`src/design/qte_pkg.sv`:
```
`default_nettype none

package qte_pkg;

    // Field widths of the data path.
    localparam int QW = 16;          // raw quaternion component
    localparam int AW = 34;          // atan2 operands and sums of products
    localparam int CW = 45;          // CORDIC vector after normalization
    localparam int ZW = 34;          // angle accumulator, radians in Q30
    localparam int NW = 41;          // magnitude tracked during normalization
    localparam int SQ_STEPS = 32;    // one result bit of the square root per stage

    localparam int CORDIC_STAGES_DEF = 16;
    localparam int CORDIC_STAGES_MAX = 24;

    // Pi/2 in Q30, degree factor 23040/pi in Q18, limits pi in Q13, 180 in Q7.
    localparam logic signed [ZW-1:0] HALFPI_Q30 = 34'sd1686629713;
    localparam logic [30:0]          DEG_K_Q18  = 31'd1922527338;
    localparam logic [15:0]          RAD_FULL   = 16'd25736;
    localparam logic [15:0]          DEG_FULL   = 16'd23040;

    // One input beat.
    typedef struct packed {
        logic signed [QW-1:0] quat_w;
        logic signed [QW-1:0] quat_x;
        logic signed [QW-1:0] quat_y;
        logic signed [QW-1:0] quat_z;
    } quat_t;

    // One result beat.
    typedef struct packed {
        logic signed [15:0] yaw_angle;
        logic signed [15:0] pitch_angle;
        logic signed [15:0] roll_angle;
        logic               zero_norm;
    } euler_t;

    // Operands and flags that wait beside the square root.
    typedef struct packed {
        logic signed [AW-1:0] roll_num;
        logic signed [AW-1:0] roll_den;
        logic signed [AW-1:0] yaw_num;
        logic signed [AW-1:0] yaw_den;
        logic signed [AW-1:0] pitch_num;
        logic                 zero;
        logic                 degen;
        logic                 sneg;
    } side_t;

    // Flags that wait beside the CORDIC units.
    typedef struct packed {
        logic zero;
        logic degen;
        logic sneg;
    } flags_t;

    // Arctangent of 2^-i in Q30 radians.
    function automatic logic [29:0] atan_entry(input int i);
        logic [29:0] v;
        case (i)
            0:  v = 30'd843314857;
            1:  v = 30'd497837830;
            2:  v = 30'd263043837;
            3:  v = 30'd133525159;
            4:  v = 30'd67021687;
            5:  v = 30'd33543516;
            6:  v = 30'd16775851;
            7:  v = 30'd8388438;
            8:  v = 30'd4194283;
            9:  v = 30'd2097149;
            10: v = 30'd1048576;
            11: v = 30'd524288;
            12: v = 30'd262144;
            13: v = 30'd131072;
            14: v = 30'd65536;
            15: v = 30'd32768;
            16: v = 30'd16384;
            17: v = 30'd8192;
            18: v = 30'd4096;
            19: v = 30'd2048;
            20: v = 30'd1024;
            21: v = 30'd512;
            22: v = 30'd256;
            23: v = 30'd128;
            default: v = 30'd0;
        endcase
        return v;
    endfunction

endpackage

`default_nettype wire

```
`src/design/qte_isqrt.sv`:
```
`default_nettype none

module qte_isqrt
    import qte_pkg::*;
(
    input  wire logic        clk,
    input  wire logic        rst_n,
    input  wire logic        en,
    input  wire logic        vld_in,
    input  wire logic [63:0] val_in,
    output logic             vld_out,
    output logic [31:0]      root_out
);

    logic [63:0] v_reg   [0:SQ_STEPS];
    logic [63:0] r_reg   [0:SQ_STEPS];
    logic        vld_reg [0:SQ_STEPS];

    always_comb
    begin
        v_reg[0]   = val_in;
        r_reg[0]   = 64'd0;
        vld_reg[0] = vld_in;
    end

    // One result bit per stage, from the top pair of bits down.
    for (genvar j = 0; j < SQ_STEPS; j++)
    begin : g_step
        localparam logic [63:0] BIT = 64'd1 << (62 - 2 * j);
        logic [63:0] trial;
        logic [63:0] v_next;
        logic [63:0] r_next;

        always_comb
        begin
            trial = r_reg[j] + BIT;
            if (v_reg[j] >= trial)
            begin
                v_next = v_reg[j] - trial;
                r_next = (r_reg[j] >> 1) + BIT;
            end
            else
            begin
                v_next = v_reg[j];
                r_next = r_reg[j] >> 1;
            end
        end

        always_ff @(posedge clk or negedge rst_n)
        begin
            if (!rst_n)
            begin
                vld_reg[j+1] <= 1'b0;
            end
            else if (en)
            begin
                vld_reg[j+1] <= vld_reg[j];
            end
        end

        always_ff @(posedge clk)
        begin
            if (en)
            begin
                v_reg[j+1] <= v_next;
                r_reg[j+1] <= r_next;
            end
        end
    end

    assign vld_out  = vld_reg[SQ_STEPS];
    assign root_out = r_reg[SQ_STEPS][31:0];

endmodule

`default_nettype wire

```
`config.mk`:
```
export PLATFORM = sky130hd
export DESIGN_NAME = qte_isqrt
export DESIGN_NICKNAME = d
export VERILOG_FILES = /design/src/design/qte_pkg.sv /design/src/design/qte_isqrt.sv
export SDC_FILE = /design/constraint.sdc
export NUM_CORES = 2
export LEC_CHECK = 0
export BUFFER_PORTS_ARGS = -buffer_cell sky130_fd_sc_hd__buf_4
export CORE_MARGIN = 2
export CORE_UTILIZATION = 65
export CTS_BUF_LIST = sky130_fd_sc_hd__clkbuf_2
export DETAILED_ROUTE_END_ITERATION = 8
export GPL_TIMING_DRIVEN = 0
export HOLD_SLACK_MARGIN = 0.06
export PLACE_DENSITY = 0.79
export RECOVER_POWER = 50
export SLEW_MARGIN = 20
export SYNTH_ARGS = -nofsm -noshare
export SYNTH_HDL_FRONTEND = slang
export SYNTH_SLANG_ARGS = --single-unit
```
`constraint.sdc`:
```
create_clock -name clk -period 5.25 [get_ports clk]
set_clock_uncertainty 0.15 [all_clocks]
set_input_delay 0.525 -clock clk [delete_from_list [all_inputs] [get_ports clk]]
set_output_delay 0.525 -clock clk [all_outputs]
set_load 0.05 [all_outputs]
```
==> flow_summary.json <==
{
  "drc_errors": 0,
  "first_global_vias": 82940,
  "p_leak_nw": 51.73,
  "syn_inst": 9784,
  "outcome": "complete, but fails checks",
  "worstPathMaxFanout": 10,
  "ys_ff_latch": 2544,
  "cts_root_buf": "clkbuf_2",
  "place_area_sq_um": 126700,
  "numPlacedInstances": 12400,
  "path_class": "flop to flop",
  "peakVddDrop_uv": 277.8,
  "grtUsageTotal": 0.3314,
  "firstDrtPassIters": 8,
  "grt_overflow_total": 0,
  "multi_input_area_sq_um": 42670,
  "ios": 101,
  "row_count": 159,
  "synth_top_cell_area_share": 0.6170,
  "antenna_found_initial": 26,
  "synthFlopType": "edfxtp_1",
  "min_path_type": "flop to flop",
  "wl_per_cell_um": 23.64,
  "slew_headroom": -1.093,
  "die_y_um": 437.7,
  "clkLatencyLatePin_ns": 1.90,
  "setup_slack_ns": 0.1462,
  "slew_violations": 332,
  "rsz0062_at_grt": "true",
  "io_buffers": 100,
  "synthArstFlopShare": 0.01258,
  "grt_first_pass_wirelength_um": 484400,
  "place_ws_ns": -0.4430,
  "nets": 11380,
  "syn-cell-area_sq_um": 122300,
  "yosysSeqAreaShare": 0.6236,
  "hpwl_um": 225200,
  "min_period_ns": 5.104,
  "core_sq_um": 187400,
  "crit_path_frequent_cell": "clkbuf_1",
  "wl_um": 324600,
  "violations": "capacitance limit, slew limit",
  "synth.area.top_cells": "edfxtp_1, ha_1, xnor2_1, xor2_1, a21oi_1",
  "crit_family": "buffers and inverters",
  "syn-num-nets": 10410,
  "endpoint_kind": "flop",
  "cts_tree": "yes",
  "crit_buf_inv": 5,
  "die_w_um": 437.7,
  "crit_chain": "inv_1 -> ha_1 -> clkbuf_1 -> nand2_1 -> or4_1 -> nor4_1 -> nand3b_1 -> a311o_1 -> nand2_1 -> inv_1 -> clkbuf_1 -> clkbuf_1 -> a21oi_1",
  "avgSynthCellArea_sq_um": 12.50,
  "fmax_mhz": 195.9,
  "area_growth_pct": 10.08,
  "cp.required_ns": 6.41,
  "cts_sinks": 2544,
  "worst_path_largest_cell_delay_ns": 0.78,
  "max_cap_viol_count": 3,
  "powerDensity_nw_per_um2": 408.5,
  "report.final.hold_viol_count": 0,
  "grt_start_max_net_pins": 173,
  "drive_above_1_share": 0.1154,
  "seq_area_sq_um": 76230,
  "vias": 85720,
  "yosysWarnings": 0,
  "cts_buffer_depth": 4,
  "largest_reg_flops": 1984,
  "rrSetupSlack_ns": 0.15,
  "fin_cells": 13730,
  "cp.arrival_ns": 6.27,
  "htreeDepth": 6,
  "ys_top_cells_by_count": "edfxtp_1, inv_1, nor2_1, a21oi_1, nand2_1",
  "yosysTopAreaCell": "edfxtp_1",
  "die-area_sq_um": 191600,
  "period_share": 0.9721,
  "synth_edf_count": 2512,
  "yosys.cell_types.count": 90,
  "start_kind": "flop",
  "start_util": 0.6524,
  "setup_viol": 0,
  "final_util": 0.7181,
  "synthMostInstantiatedCell": "edfxtp_1",
  "postLayoutCellArea_sq_um": 134600,
  "via_per_inst": 6.241,
  "antenna_left": 0,
  "cts.clk_slew.worst_paths_ns": 0.11,
  "cp_slowest_cell": "clkbuf_1",
  "fill_cells": 12800,
  "tightest_slew_ns": 3.140,
  "gp_congestion": 0.9613,
  "drtIter0Drc": 9562,
  "cts_buffers": 636
}
## where the power goes
part / switching, mW / internal (mW) / total [mW]
clock network: 8.45 / 5.29 / 13.7
logic: 7.92 / 5.26 / 13.2
registers: 2.26 / 25.8 / 28.0
## timing repair
item / CTS / global route
hold endpoints to repair: 1117 / 0
buffers inserted: 0 / 0
endpoints found under the setup margin: 32 / 113
resized for setup: 3 / 16
hold buffers: 208 / 0
## path summary, 6_finish.rpt
kind                            start     endpoint  depth (start not counted)
min reg2reg                r_reg[270]   r_reg[205]                          0
min in group asynchronous       rst_n   vld_reg[9]                          6
min                        r_reg[270]   r_reg[205]                          0
max                        r_reg[545]   v_reg[479]                         13
max reg2reg                r_reg[545]   v_reg[479]                         13
max in group asynchronous       rst_n  vld_reg[21]                          6
## worst reg2reg max path, delay by kind of cell (launching register included)
family / cells / cell delay (ns)
DFF: 1 / 0.58
and+or+nand+nor: 5 / 1.27
adders and majority gates: 1 / 0.28
AOI/OAI and AO/OA: 2 / 0.59
buffers and inverters: 5 / 1.72
## cells by family (layout without fill, tap and decap cells)
group                      after synthesis  in the layout  synth area share
other                                    0             21                 0
muxes                                  116            116           0.01077
and+or+nand+nor                       2874           2874            0.1215
AOI/OAI and AO/OA                     1892           1892           0.09565
DFF                                   2544           2544            0.6236
adders and majority gates              558            558           0.05711
buffers and inverters                  923           2357           0.02857
xor gates and xnor gates               877            877           0.06283
## cell usage in the layout, fill, tap and decap left out, types with 200 or more instances in the layout
master,instances
edfxtp_1,2512
clkbuf_2,900
inv_1,701
nor2_1,678
a21oi_1,657
nand2_1,569
ha_1,558
xnor2_1,473
o21ai_0,441
xor2_1,404
nor4_1,323
nor3_1,271
a21o_1,211
dlygate4sd3_1,206
clkbuf_1,200
## cell type report
type                       instances  share of cell area
sequential                      2544              0.5665
multi-input combinational       6317              0.3171
clock buffer                     895             0.03329
timing repair buffer             328             0.02425
tap                             2495             0.02320
inverter                         703             0.01961
clock inverter                   211            0.009270
buffer                           220            0.006397
antenna                           21           0.0003905
## layer usage
layer  share of wire  up-vias  track usage
met4           0.036       18       0.1237
met3           0.087      803      0.06542
met2            0.47     4564       0.5219
met1            0.41    41240       0.4605
met5         0.00050        -            0
li1                -    39090            -
## through the flow
stage | power, mW | TNS [ns] | hold WS (ns)
after floorplan | 36.66 | 0 | 0.07941
after global placement | 41.54 | - | 0.2758
after detailed placement | 41.03 | -6.592 | 0.2756
after CTS | 54.43 | 0 | 0.09946
after global routing | 57.65 | -0.03251 | 0.1798
final | 54.97 | 0 | 0.2107
Note: power is estimated with default switching activity, not from simulation.
