`config.mk`:
```
export PLATFORM = sky130hd
export DESIGN_NAME = qte_convert
export DESIGN_NICKNAME = d
export VERILOG_FILES = /design/src/design/qte_pkg.sv /design/src/design/qte_convert.sv
export SDC_FILE = /design/constraint.sdc
export NUM_CORES = 1
export LEC_CHECK = 0
export BUFFER_PORTS_ARGS = -buffer_cell sky130_fd_sc_hd__buf_2
export CAP_MARGIN = 0
export CORE_MARGIN = 3
export CORE_UTILIZATION = 30
export DETAILED_ROUTE_END_ITERATION = 7
export GPL_ROUTABILITY_DRIVEN = 0
export PLACE_DENSITY = 0.45
export SLEW_MARGIN = 20
export SYNTH_ARGS = -nofsm -noshare
export SYNTH_HDL_FRONTEND = slang
export SYNTH_SLANG_ARGS = --single-unit
```
`constraint.sdc`:
```
create_clock -name clk -period 6.6 [get_ports clk]
set_clock_uncertainty 0.15 [all_clocks]
set_input_delay 1.32 -clock clk [delete_from_list [all_inputs] [get_ports clk]]
set_output_delay 1.32 -clock clk [all_outputs]
set_load 0.005 [all_outputs]
```
`src/design/qte_pkg.sv`:
```
`default_nettype none

package qte_pkg;

    // Field widths of the data path.
    localparam int QW = 16;          // raw quaternion component
    localparam int AW = 34;          // atan2 operands and sums of products
    localparam int CW = 45;          // CORDIC vector after normalization
    localparam int ZW = 34;          // angle accumulator, radians in Q30
    localparam int NW = 41;          // magnitude tracked during normalization
    localparam int SQ_STEPS = 32;    // one result bit of the square root per stage

    localparam int CORDIC_STAGES_DEF = 16;
    localparam int CORDIC_STAGES_MAX = 24;

    // Pi/2 in Q30, degree factor 23040/pi in Q18, limits pi in Q13, 180 in Q7.
    localparam logic signed [ZW-1:0] HALFPI_Q30 = 34'sd1686629713;
    localparam logic [30:0]          DEG_K_Q18  = 31'd1922527338;
    localparam logic [15:0]          RAD_FULL   = 16'd25736;
    localparam logic [15:0]          DEG_FULL   = 16'd23040;

    // One input beat.
    typedef struct packed {
        logic signed [QW-1:0] quat_w;
        logic signed [QW-1:0] quat_x;
        logic signed [QW-1:0] quat_y;
        logic signed [QW-1:0] quat_z;
    } quat_t;

    // One result beat.
    typedef struct packed {
        logic signed [15:0] yaw_angle;
        logic signed [15:0] pitch_angle;
        logic signed [15:0] roll_angle;
        logic               zero_norm;
    } euler_t;

    // Operands and flags that wait beside the square root.
    typedef struct packed {
        logic signed [AW-1:0] roll_num;
        logic signed [AW-1:0] roll_den;
        logic signed [AW-1:0] yaw_num;
        logic signed [AW-1:0] yaw_den;
        logic signed [AW-1:0] pitch_num;
        logic                 zero;
        logic                 degen;
        logic                 sneg;
    } side_t;

    // Flags that wait beside the CORDIC units.
    typedef struct packed {
        logic zero;
        logic degen;
        logic sneg;
    } flags_t;

    // Arctangent of 2^-i in Q30 radians.
    function automatic logic [29:0] atan_entry(input int i);
        logic [29:0] v;
        case (i)
            0:  v = 30'd843314857;
            1:  v = 30'd497837830;
            2:  v = 30'd263043837;
            3:  v = 30'd133525159;
            4:  v = 30'd67021687;
            5:  v = 30'd33543516;
            6:  v = 30'd16775851;
            7:  v = 30'd8388438;
            8:  v = 30'd4194283;
            9:  v = 30'd2097149;
            10: v = 30'd1048576;
            11: v = 30'd524288;
            12: v = 30'd262144;
            13: v = 30'd131072;
            14: v = 30'd65536;
            15: v = 30'd32768;
            16: v = 30'd16384;
            17: v = 30'd8192;
            18: v = 30'd4096;
            19: v = 30'd2048;
            20: v = 30'd1024;
            21: v = 30'd512;
            22: v = 30'd256;
            23: v = 30'd128;
            default: v = 30'd0;
        endcase
        return v;
    endfunction

endpackage

`default_nettype wire

```
`src/design/qte_convert.sv`:
```
`default_nettype none

module qte_convert
    import qte_pkg::*;
(
    input  wire logic                 clk,
    input  wire logic                 rst_n,
    input  wire logic                 en,
    input  wire logic                 vld_in,
    input  wire logic                 degree_mode,
    input  wire logic signed [ZW-1:0] z_in,
    output logic                      vld_out,
    output logic signed [15:0]        angle_out
);

    logic          c1_vld_reg, c2_vld_reg;
    logic          c1_neg_reg, c1_mode_reg;
    logic [32:0]   c1_u_reg;
    logic [63:0]   c1_prod_reg;
    logic [32:0]   u_next;
    logic [63:0]   prod_next;
    logic [64:0]   deg_sum;
    logic [33:0]   rad_sum;
    logic [16:0]   r;
    logic [15:0]   full, clamped;
    logic signed [15:0] angle_next;
    logic signed [15:0] angle_reg;

    // Magnitude and the degree product.
    always_comb
    begin
        u_next    = z_in[ZW-1] ? 33'(-z_in) : 33'(z_in);
        prod_next = u_next * DEG_K_Q18;
    end

    // Round half away from zero, clamp, restore the sign.
    always_comb
    begin
        deg_sum = 65'(c1_prod_reg) + (65'd1 << 47);
        rad_sum = 34'(c1_u_reg) + (34'd1 << 16);
        if (c1_mode_reg)
        begin
            r    = deg_sum[64:48];
            full = DEG_FULL;
        end
        else
        begin
            r    = rad_sum[33:17];
            full = RAD_FULL;
        end
        clamped    = (r > 17'(full)) ? full : r[15:0];
        angle_next = c1_neg_reg ? -$signed(clamped) : $signed(clamped);
    end

    always_ff @(posedge clk or negedge rst_n)
    begin
        if (!rst_n)
        begin
            c1_vld_reg <= 1'b0;
            c2_vld_reg <= 1'b0;
        end
        else if (en)
        begin
            c1_vld_reg <= vld_in;
            c2_vld_reg <= c1_vld_reg;
        end
    end

    always_ff @(posedge clk)
    begin
        if (en)
        begin
            c1_neg_reg  <= z_in[ZW-1];
            c1_mode_reg <= degree_mode;
            c1_u_reg    <= u_next;
            c1_prod_reg <= prod_next;
            angle_reg   <= angle_next;
        end
    end

    assign vld_out   = c2_vld_reg;
    assign angle_out = angle_reg;

endmodule

`default_nettype wire

```
==> flow_metrics.env, run 1 <==
export IMPL_run_status="finished, violations left"
export IMPL_violations="setup timing"
export IMPL_setup_viol=17
export IMPL_syn_nets=2763
export IMPL_max_cap_violations=0
export IMPL_ys_top_cells_by_area="fa_1, ha_1, inv_1"
export IMPL_die_x_microns=262
export IMPL_synth_area_sq_um=19700
export IMPL_avgSynthCellArea_sq_um=10.1
export IMPL_coreArea_sq_um=64800
export IMPL_layout_commonest_cell="inv_1"
export IMPL_hold_buffers=0
export IMPL_diodes=0
export IMPL_worst_slew_pin_slew_ns=0.756
export IMPL_hp_class="reg -> reg"
export IMPL_drtIter0Drc=625
export IMPL_synthArstFlopShare_pct=3.70
export IMPL_cp_common_cell="fa_1"
export IMPL_cpPeakStageDelay_ns=0.59
export IMPL_drc=0
export IMPL_grt_overflow_total=0
export IMPL_drive_gt1_share_pct=26.6
export IMPL_yosys_area_top_type="fa_1"
export IMPL_ys_warn_count=0
export IMPL_cp_max_fo=6
export IMPL_yosys_register_bits=54
export IMPL_finalNonFillerCells=3262
export IMPL_fin_util_pct=39.2
export IMPL_drt_wirelength_per_cell_microns=18.2
export IMPL_grtUsageTotal_pct=17.6
export IMPL_synth_cells=1955
export IMPL_num_rows=93
export IMPL_cts_max_path_buffers=2
export IMPL_slowest_stage="fa_2"
export IMPL_synthFlopType="edfxtp_1"
export IMPL_die_area_sq_um=68900
export IMPL_clk_pin_slew_ns=0.08
export IMPL_synth_edff_count=52
export IMPL_endpoint="c1_prod_reg[62]"
export IMPL_area_growth_pct=28.8
export IMPL_r2r_end="angle_out[12]"
export IMPL_grt_max_degree=55
export IMPL_cts_max_level=2
export IMPL_ys_types=79
export IMPL_ant_nets=0
export IMPL_ff2ff_path_depth=21
export IMPL_required_ns=6.50
export IMPL_grt_pass1_vias=16300
export IMPL_drt_wl_total_mm=59.3
export IMPL_r2r_start="c1_mode_reg"
export IMPL_fillers=6461
export IMPL_fin_hold_ws_ns=0.356
export IMPL_cts_root_buf="clkbuf_16"
export IMPL_vias=14600
export IMPL_rsz0062_at_grt="yes"
export IMPL_critPathLaunchType="primary input"
export IMPL_end_kind="flop"
export IMPL_synth_top_area_share_pct=36.6
export IMPL_ys_seq_area_share_pct=8.17
export IMPL_worstPathArrival_ns=9.69
export IMPL_relSlewSlack_pct=49.6
export IMPL_antenna_found_initial=3
export IMPL_hold_viol_final=0
export IMPL_grt_pass1_wl_mm=93.9
export IMPL_pre_cts_slack_ns=-3.72
export IMPL_reg2reg_slack_ns=0.61
export IMPL_io_pins=56
export IMPL_fin_nets=3214
export IMPL_clk_latency_ns=0.31
export IMPL_first_pass_iters=5
export IMPL_post_route_period_util_pct=148
export IMPL_min_period_ns=9.79
export IMPL_cts_tree="yes"
export IMPL_setup_worst_path_start="z_in[14]"
export IMPL_path_class="in -> reg"
export IMPL_numCtsBuffers=5
export IMPL_dp_hpwl_mm=54.4
export IMPL_viasPerCell=4.46
export IMPL_numClockSinks=54
export IMPL_port_buffers=55
export IMPL_max_clock_freq_ghz=0.102
export IMPL_initial_core_util_pct=30.4
export IMPL_place_inst=3226
export IMPL_fin_ws_ns=-3.19
export IMPL_slew_violations=0
export IMPL_fp_dieH_microns=262
export IMPL_mostFrequentLayoutCells="inv_1, buf_4, ha_1"
-- worst max-delay path, delay by kind of cell --
| family | cells | cell delay (ns) |
|---|---|---|
| adder cells (fa/ha/maj) | 9 | 3.93 |
| AND/OR/NAND/NOR | 8 | 2.59 |
| AO/OA/AOI/OAI | 6 | 0.99 |
| buffers and inverters | 5 | 0.48 |
| XOR/XNOR | 2 | 0.36 |
-- through the flow --
step                      setup TNS (ns)  cell area [sq um]
after CTS                         -52.94              25000
after detailed placement          -60.64              24500
after floorplan                   -45.09              20400
after global placement            -60.95              24500
final                             -51.85              25400
after global routing              -56.66              25400
-- worst min-delay path by stage --
stage / cells after the start / start / end / slack, ns
global route: 1 / vld_out / vld_out / 0.38
CTS: 1 / vld_out / vld_out / 0.36
detailed placement: 1 / vld_out / vld_out / 0.34
floorplan: 1 / c1_vld_reg / c1_vld_reg / 0.32
global placement: 1 / c1_vld_reg / vld_out / 0.33
finish: 1 / vld_out / vld_out / 0.36
-- final cells by class --
| cell class | count | area (sq um) | area share, % |
|---|---|---|---|
| multi-input cells | 1279 | 16800 | 66.3 |
| repair buffers | 459 | 3450 | 13.6 |
| inverters | 607 | 2280 | 8.98 |
| flip-flops and latches | 54 | 1610 | 6.34 |
| well taps | 855 | 1070 | 4.21 |
| clock buffers | 6 | 139 | 0.547 |
| clock inverters | 2 | 16.3 | 0.0640 |
-- layer usage --
| layer | vias to the layer above | share of wire (%) | wire length, microns | track usage (%) |
|---|---|---|---|---|
| met4 | 2 | 1.2 | 714 | 2.11 |
| li1 | 7079 | - | - | - |
| met1 | 7261 | 50 | 29500 | 25.9 |
| met2 | 186 | 44 | 26300 | 27.8 |
| met3 | 32 | 4.6 | 2740 | 3.21 |
| met5 | - | 0.022 | 13 | 0 |
-- what timing repair did --
action                     in CTS  in global routing
resized for setup              37                 64
pin swaps                      57                 41
setup endpoints to repair      17                 17
setup buffers                  12                 19
-- synthesized netlist by cell type (all sizes together), types with 8 or more instances --
cell type  count
nand2         55
o21ai         37
ha           408
inv          606
mux2i         14
nor3          12
a21o          15
fa           361
o31ai         10
xnor2         71
buf            8
a21oi         56
or3           10
o211ai         8
nand4         21
edfxtp        52
mux2           8
nand3         20
nor2          36
xor2          21
-- cells by family (layout without fill, tap and decap cells) --
| kind of cell | count (synthesis) | after routing | synth area share (%) |
|---|---|---|---|
| adder cells (fa/ha/maj) | 769 | 769 | 62.5 |
| buffers and inverters | 622 | 1074 | 12.0 |
| AND/OR/NAND/NOR | 209 | 209 | 5.68 |
| AO/OA/AOI/OAI | 187 | 187 | 6.38 |
| XOR/XNOR | 92 | 92 | 4.08 |
| flip-flops | 54 | 54 | 8.17 |
| multiplexers | 22 | 22 | 1.20 |
Power of run 1 is not shown: default switching activity piles up to over one toggle a cycle in this logic, so the estimate is an artifact.
==> run 2, diff against run 1 <==
ABC_AREA = 1   (was default)
CORE_UTILIZATION = 50   (was 30)
PLACE_DENSITY = 0.67   (was 0.45)
==> flow_metrics.env, run 2 <==
export IMPL_synthSimpleGateAreaFrac_pct=10.5
export IMPL_die_x_microns=210
export IMPL_max_cap_violations=0
export IMPL_slew_violations=0
export IMPL_ys_top_cells_by_area="fa_1, ha_1, inv_1"
export IMPL_worstPathArrival_ns=9.05
export IMPL_finalNonFillerCells=3403
export IMPL_yosys_area_top_type="fa_1"
export IMPL_ys_seq_area_share_pct=7.77
export IMPL_path_buf_inv=13
export IMPL_initial_core_util_pct=51.4
export IMPL_synth_edff_count=52
export IMPL_clk_latency_ns=0.30
export IMPL_numCtsBuffers=5
export IMPL_ff2ff_path_depth=29
export IMPL_fillers=3010
export IMPL_drc=0
export IMPL_rsz0062_at_grt="yes"
export IMPL_synth_cells=2342
export IMPL_violations="setup timing"
export IMPL_relSlewSlack_pct=52.3
export IMPL_diodes=0
export IMPL_max_clock_freq_ghz=0.109
export IMPL_coreArea_sq_um=40400
export IMPL_ys_types=46
export IMPL_synth_xor_area_share_pct=3.04
export IMPL_area_growth_pct=32.5
export IMPL_multi_input_area_sq_um=18200
export IMPL_dp_hpwl_mm=51.3
export IMPL_grtUsageTotal_pct=27.5
export IMPL_drive_gt1_share_pct=31.0
export IMPL_clk_pin_slew_ns=0.08
export IMPL_io_pins=56
export IMPL_yosys_top_cells_count="inv_1, ha_1, fa_1, nand2_1, nor2_1"
export IMPL_grt_pass1_wl_mm=95.3
export IMPL_synth_top_family_by_area="adder cells"
export IMPL_post_route_period_util_pct=139
export IMPL_fin_nets=3685
export IMPL_yosys_register_bits=54
export IMPL_synth_top_area_share_pct=34.8
export IMPL_reg2reg_slack_ns=2.16
export IMPL_required_ns=6.51
export IMPL_muxShareOfSynthArea_pct=0
export IMPL_synth_compound_area_share_pct=5.64
export IMPL_setup_viol=17
export IMPL_cp_common_cell="fa_1"
export IMPL_run_status="finished, violations left"
export IMPL_seqCellArea_sq_um=1610
export IMPL_pre_cts_slack_ns=-3.01
export IMPL_cts_max_path_buffers=2
export IMPL_slowest_stage="fa_1"
export IMPL_port_buffers=55
export IMPL_drtIter0Drc=1051
export IMPL_worst_slew_pin_slew_ns=0.715
export IMPL_ys_warn_count=0
export IMPL_cp_max_fo=4
export IMPL_cts_tree="yes"
export IMPL_cts_root_buf="clkbuf_16"
export IMPL_synth_most_common_cell="inv_1"
export IMPL_min_path_cells=2
export IMPL_synth_area_sq_um=20700
export IMPL_antenna_found_initial=1
export IMPL_end_kind="flop"
export IMPL_drt_wirelength_per_cell_microns=18.2
export IMPL_fin_ws_ns=-2.54
export IMPL_cts_max_level=2
export IMPL_synthArstFlopShare_pct=3.70
export IMPL_grt_overflow_total=0
export IMPL_numClockSinks=54
export IMPL_hold_buffers=0
export IMPL_hold_viol_final=0
export IMPL_critPathTopFamily="adder cells"
export IMPL_die_area_sq_um=44000
export IMPL_grt_pass1_vias=18800
export IMPL_path_class="in -> reg"
export IMPL_mostFrequentLayoutCells="inv_1, buf_4, ha_1"
export IMPL_hp_class="reg -> reg"
export IMPL_grt_max_degree=57
export IMPL_syn_nets=3150
export IMPL_synthFlopType="edfxtp_1"
export IMPL_cpPeakStageDelay_ns=0.55
export IMPL_first_pass_iters=8
export IMPL_avgSynthCellArea_sq_um=8.86
export IMPL_viasPerCell=5.17
export IMPL_synthAdderAreaFrac_pct=59.4
export IMPL_fin_hold_ws_ns=0.362
export IMPL_min_period_ns=9.14
export IMPL_fp_dieH_microns=210
export IMPL_num_rows=73
export IMPL_ant_nets=0
export IMPL_place_inst=3331
export IMPL_vias=17600
export IMPL_critPathLaunchType="primary input"
export IMPL_drt_wl_total_mm=62.1
export IMPL_layout_commonest_cell="inv_1"
export IMPL_cp_depth=39
run 2: metal layers:
layer / global-route usage, % / wire length, microns / vias to the layer above
li1: - / - / 8199
met1: 36.1 / 25100 / 8588
met2: 46.0 / 29500 / 619
met3: 5.28 / 4650 / 176
met4: 8.89 / 2890 / 2
met5: 0 / 12 / -
run 2: area by class of cell:
class | instances | area share [%]
Sequential cell | 54 | 5.86
Clock buffer | 5 | 0.455
Inverter | 728 | 10.1
Multi-Input combinational cell | 1550 | 66.0
Tap cell | 525 | 2.39
Timing Repair Buffer | 538 | 15.0
Clock inverter | 3 | 0.178
run 2: timing repair:
item	CTS	global route
pin swaps	103	149
setup endpoints to repair	17	17
buffers inserted	24	41
gates resized for setup	150	154
cloned	0	0
run 2: worst reg2reg max path, delay by kind of cell (launching register included):
family,cells,cell delay (ns)
xor+xnor,1,0.22
fa+ha+maj,3,0.67
simple gates,18,1.86
compound gates,2,0.25
flops,1,0.36
buf+inv,5,0.70
run 2: per-stage QoR:
step | TNS [ns] | util, % | area [sq um]
floorplan | -33.17 | - | 21300
global placement | -46.16 | 62.8 | 25400
detailed placement | -48.66 | 62.8 | 25400
CTS | -40.12 | 65.5 | 26400
global route | -45.97 | 68.1 | 27500
finish | -40.87 | 68.1 | 27500
run 2: path summary, 6_finish.rpt:
kind | start | to
setup / recovery | z_in[1] | c1_prod_reg[60]
hold / removal | c1_vld_reg | vld_out
setup reg to reg | c1_mode_reg | angle_out[14]
hold reg to reg | c1_vld_reg | vld_out
max in group asynchronous | rst_n | vld_out
min in group asynchronous | rst_n | c1_vld_reg
run 2: cells by family after synthesis:
family / Yosys count
AND/OR/NAND/NOR: 501
XOR/XNOR: 72
adder cells (fa/ha/maj): 769
buffers and inverters: 738
AO/OA/AOI/OAI: 208
flip-flops: 54
Power of run 2 is left out for the same reason.
==> run 3, diff against run 2 <==
--- a/config.mk
+++ b/config.mk
@@ -10,3 +10,3 @@
 export CAP_MARGIN = 0
-export CORE_MARGIN = 3
+export CORE_MARGIN = 2
 export CORE_UTILIZATION = 50
==> constraint.sdc (replaced) <==
create_clock -name clk -period 6.6 [get_ports clk]
set_clock_uncertainty 0.15 [all_clocks]
set_input_delay 1.98 -clock clk [delete_from_list [all_inputs] [get_ports clk]]
set_output_delay 1.98 -clock clk [all_outputs]
set_load 0.005 [all_outputs]
==> flow_metrics.env, run 3 (synthesized netlist as in run 2, its figures left out) <==
export IMPL_setup_viol=17
export IMPL_worst_slew_pin_slew_ns=0.731
export IMPL_grt_max_degree=57
export IMPL_post_route_period_util_pct=149
export IMPL_hold_viol_final=0
export IMPL_slew_violations=0
export IMPL_cts_max_path_buffers=2
export IMPL_hp_class="reg -> reg"
export IMPL_pre_cts_slack_ns=-3.54
export IMPL_place_inst=3340
export IMPL_fin_nets=3704
export IMPL_cts_max_level=2
export IMPL_cp_max_fo=3
export IMPL_layout_commonest_cell="inv_1"
export IMPL_cpPeakStageDelay_ns=0.53
export IMPL_ant_nets=0
export IMPL_cts_root_buf="clkbuf_16"
export IMPL_run_status="finished, violations left"
export IMPL_hold_buffers=0
export IMPL_ff2ff_path_depth=29
export IMPL_min_period_ns=9.81
export IMPL_vias=17700
export IMPL_max_clock_freq_ghz=0.102
export IMPL_seqCellArea_sq_um=1610
export IMPL_mostFrequentLayoutCells="inv_1, buf_4, ha_1"
export IMPL_worstHoldStart="c1_vld_reg"
export IMPL_drive_gt1_share_pct=32.4
export IMPL_fin_hold_ws_ns=0.370
export IMPL_port_buffers=55
export IMPL_max_cap_violations=0
export IMPL_fillers=3001
export IMPL_grt_overflow_total=0
export IMPL_first_pass_iters=5
export IMPL_num_rows=74
export IMPL_setup_tns_ns=-51.86
export IMPL_numCtsBuffers=5
export IMPL_area_growth_pct=33.1
export IMPL_antenna_found_initial=0
export IMPL_grtUsageTotal_pct=29.3
export IMPL_initial_core_util_pct=50.7
export IMPL_rsz0062_at_grt="yes"
export IMPL_diodes=0
export IMPL_dp_hpwl_mm=51.3
export IMPL_die_x_microns=208
export IMPL_min_path_cells=2
export IMPL_slowest_stage="fa_1"
export IMPL_holdPathEnd="vld_out"
export IMPL_drt_wl_total_mm=62.8
export IMPL_critPathLaunchType="primary input"
export IMPL_clk_pin_slew_ns=0.08
export IMPL_io_pins=56
export IMPL_viasPerCell=5.15
export IMPL_worstPathArrival_ns=9.72
export IMPL_r2r_end="angle_out[14]"
export IMPL_reg2reg_slack_ns=2.22
export IMPL_drt_wirelength_per_cell_microns=18.3
export IMPL_fin_ws_ns=-3.21
export IMPL_fp_dieH_microns=208
export IMPL_grt_pass1_vias=19400
export IMPL_die_area_sq_um=43100
export IMPL_cp_common_cell="inv_2"
export IMPL_violations="setup timing"
export IMPL_drc=0
export IMPL_r2r_start="c1_mode_reg"
export IMPL_relSlewSlack_pct=51.2
export IMPL_finalNonFillerCells=3429
export IMPL_coreArea_sq_um=40900
export IMPL_numClockSinks=54
export IMPL_multi_input_area_sq_um=18200
export IMPL_grt_pass1_wl_mm=99.4
export IMPL_path_class="in -> reg"
export IMPL_cts_tree="yes"
export IMPL_drtIter0Drc=1103
export IMPL_clk_latency_ns=0.31
export IMPL_end_kind="flop"
export IMPL_required_ns=6.51
## run 3: changes by cell type in the layout (fill, tap and decap cells not counted), sizes merged
| cell | before | now |
|---|---|---|
| buf | 538 | 557 |
| bufinv | 1 | 0 |
| clkinv | 2 | 3 |
| clkinvlp | 2 | 1 |
| inv | 726 | 727 |
## run 3: routing by layer
metal / GRT usage [%] / up-vias / routed length [microns]
li1: - / 8237 / -
met1: 38.0 / 8646 / 26000
met2: 51.2 / 620 / 30600
met3: 3.59 / 151 / 3760
met4: 9.02 / 0 / 2450
met5: 0 / - / 0
## run 3: per-stage QoR
step	utilization (%)	area, sq um
final	67.5	27600
after global routing	67.5	27600
after CTS	66.4	27200
after detailed placement	62.0	25400
after global placement	62.0	25400
after floorplan	-	21300
## run 3: area by class of cell
cell class                      instances  area share (%)
Clock buffer                            5           0.453
Clock inverter                          3           0.104
Inverter                              728            10.1
Multi-Input combinational cell       1550            65.8
Sequential cell                        54            5.84
Tap cell                              532            2.41
Timing Repair Buffer                  557            15.3
## run 3: worst max path at each step
stage	startpoint	end	slack, ns	cells past startpoint
finish	z_in[0]	c1_prod_reg[58]	-3.21	43
global route	z_in[0]	c1_prod_reg[58]	-3.52	43
CTS	z_in[1]	c1_prod_reg[60]	-2.95	36
detailed placement	z_in[0]	c1_prod_reg[59]	-3.54	39
global placement	z_in[0]	c1_prod_reg[61]	-3.43	40
floorplan	z_in[0]	c1_prod_reg[58]	-2.77	39
## run 3: what timing repair did
item | CTS | global route
buffers inserted | 63 | 22
gates cloned | 0 | 0
setup endpoints to repair | 17 | 17
resized for setup | 246 | 90
pin swaps | 161 | 67
## run 3: critical path, delay by kind of cell
family	cells	cell delay (ns)
xor+xnor	2	0.32
buf+inv	15	1.20
simple gates	8	0.91
compound gates	8	1.16
fa+ha+maj	10	4.13
Power of run 3 is left out for the same reason.
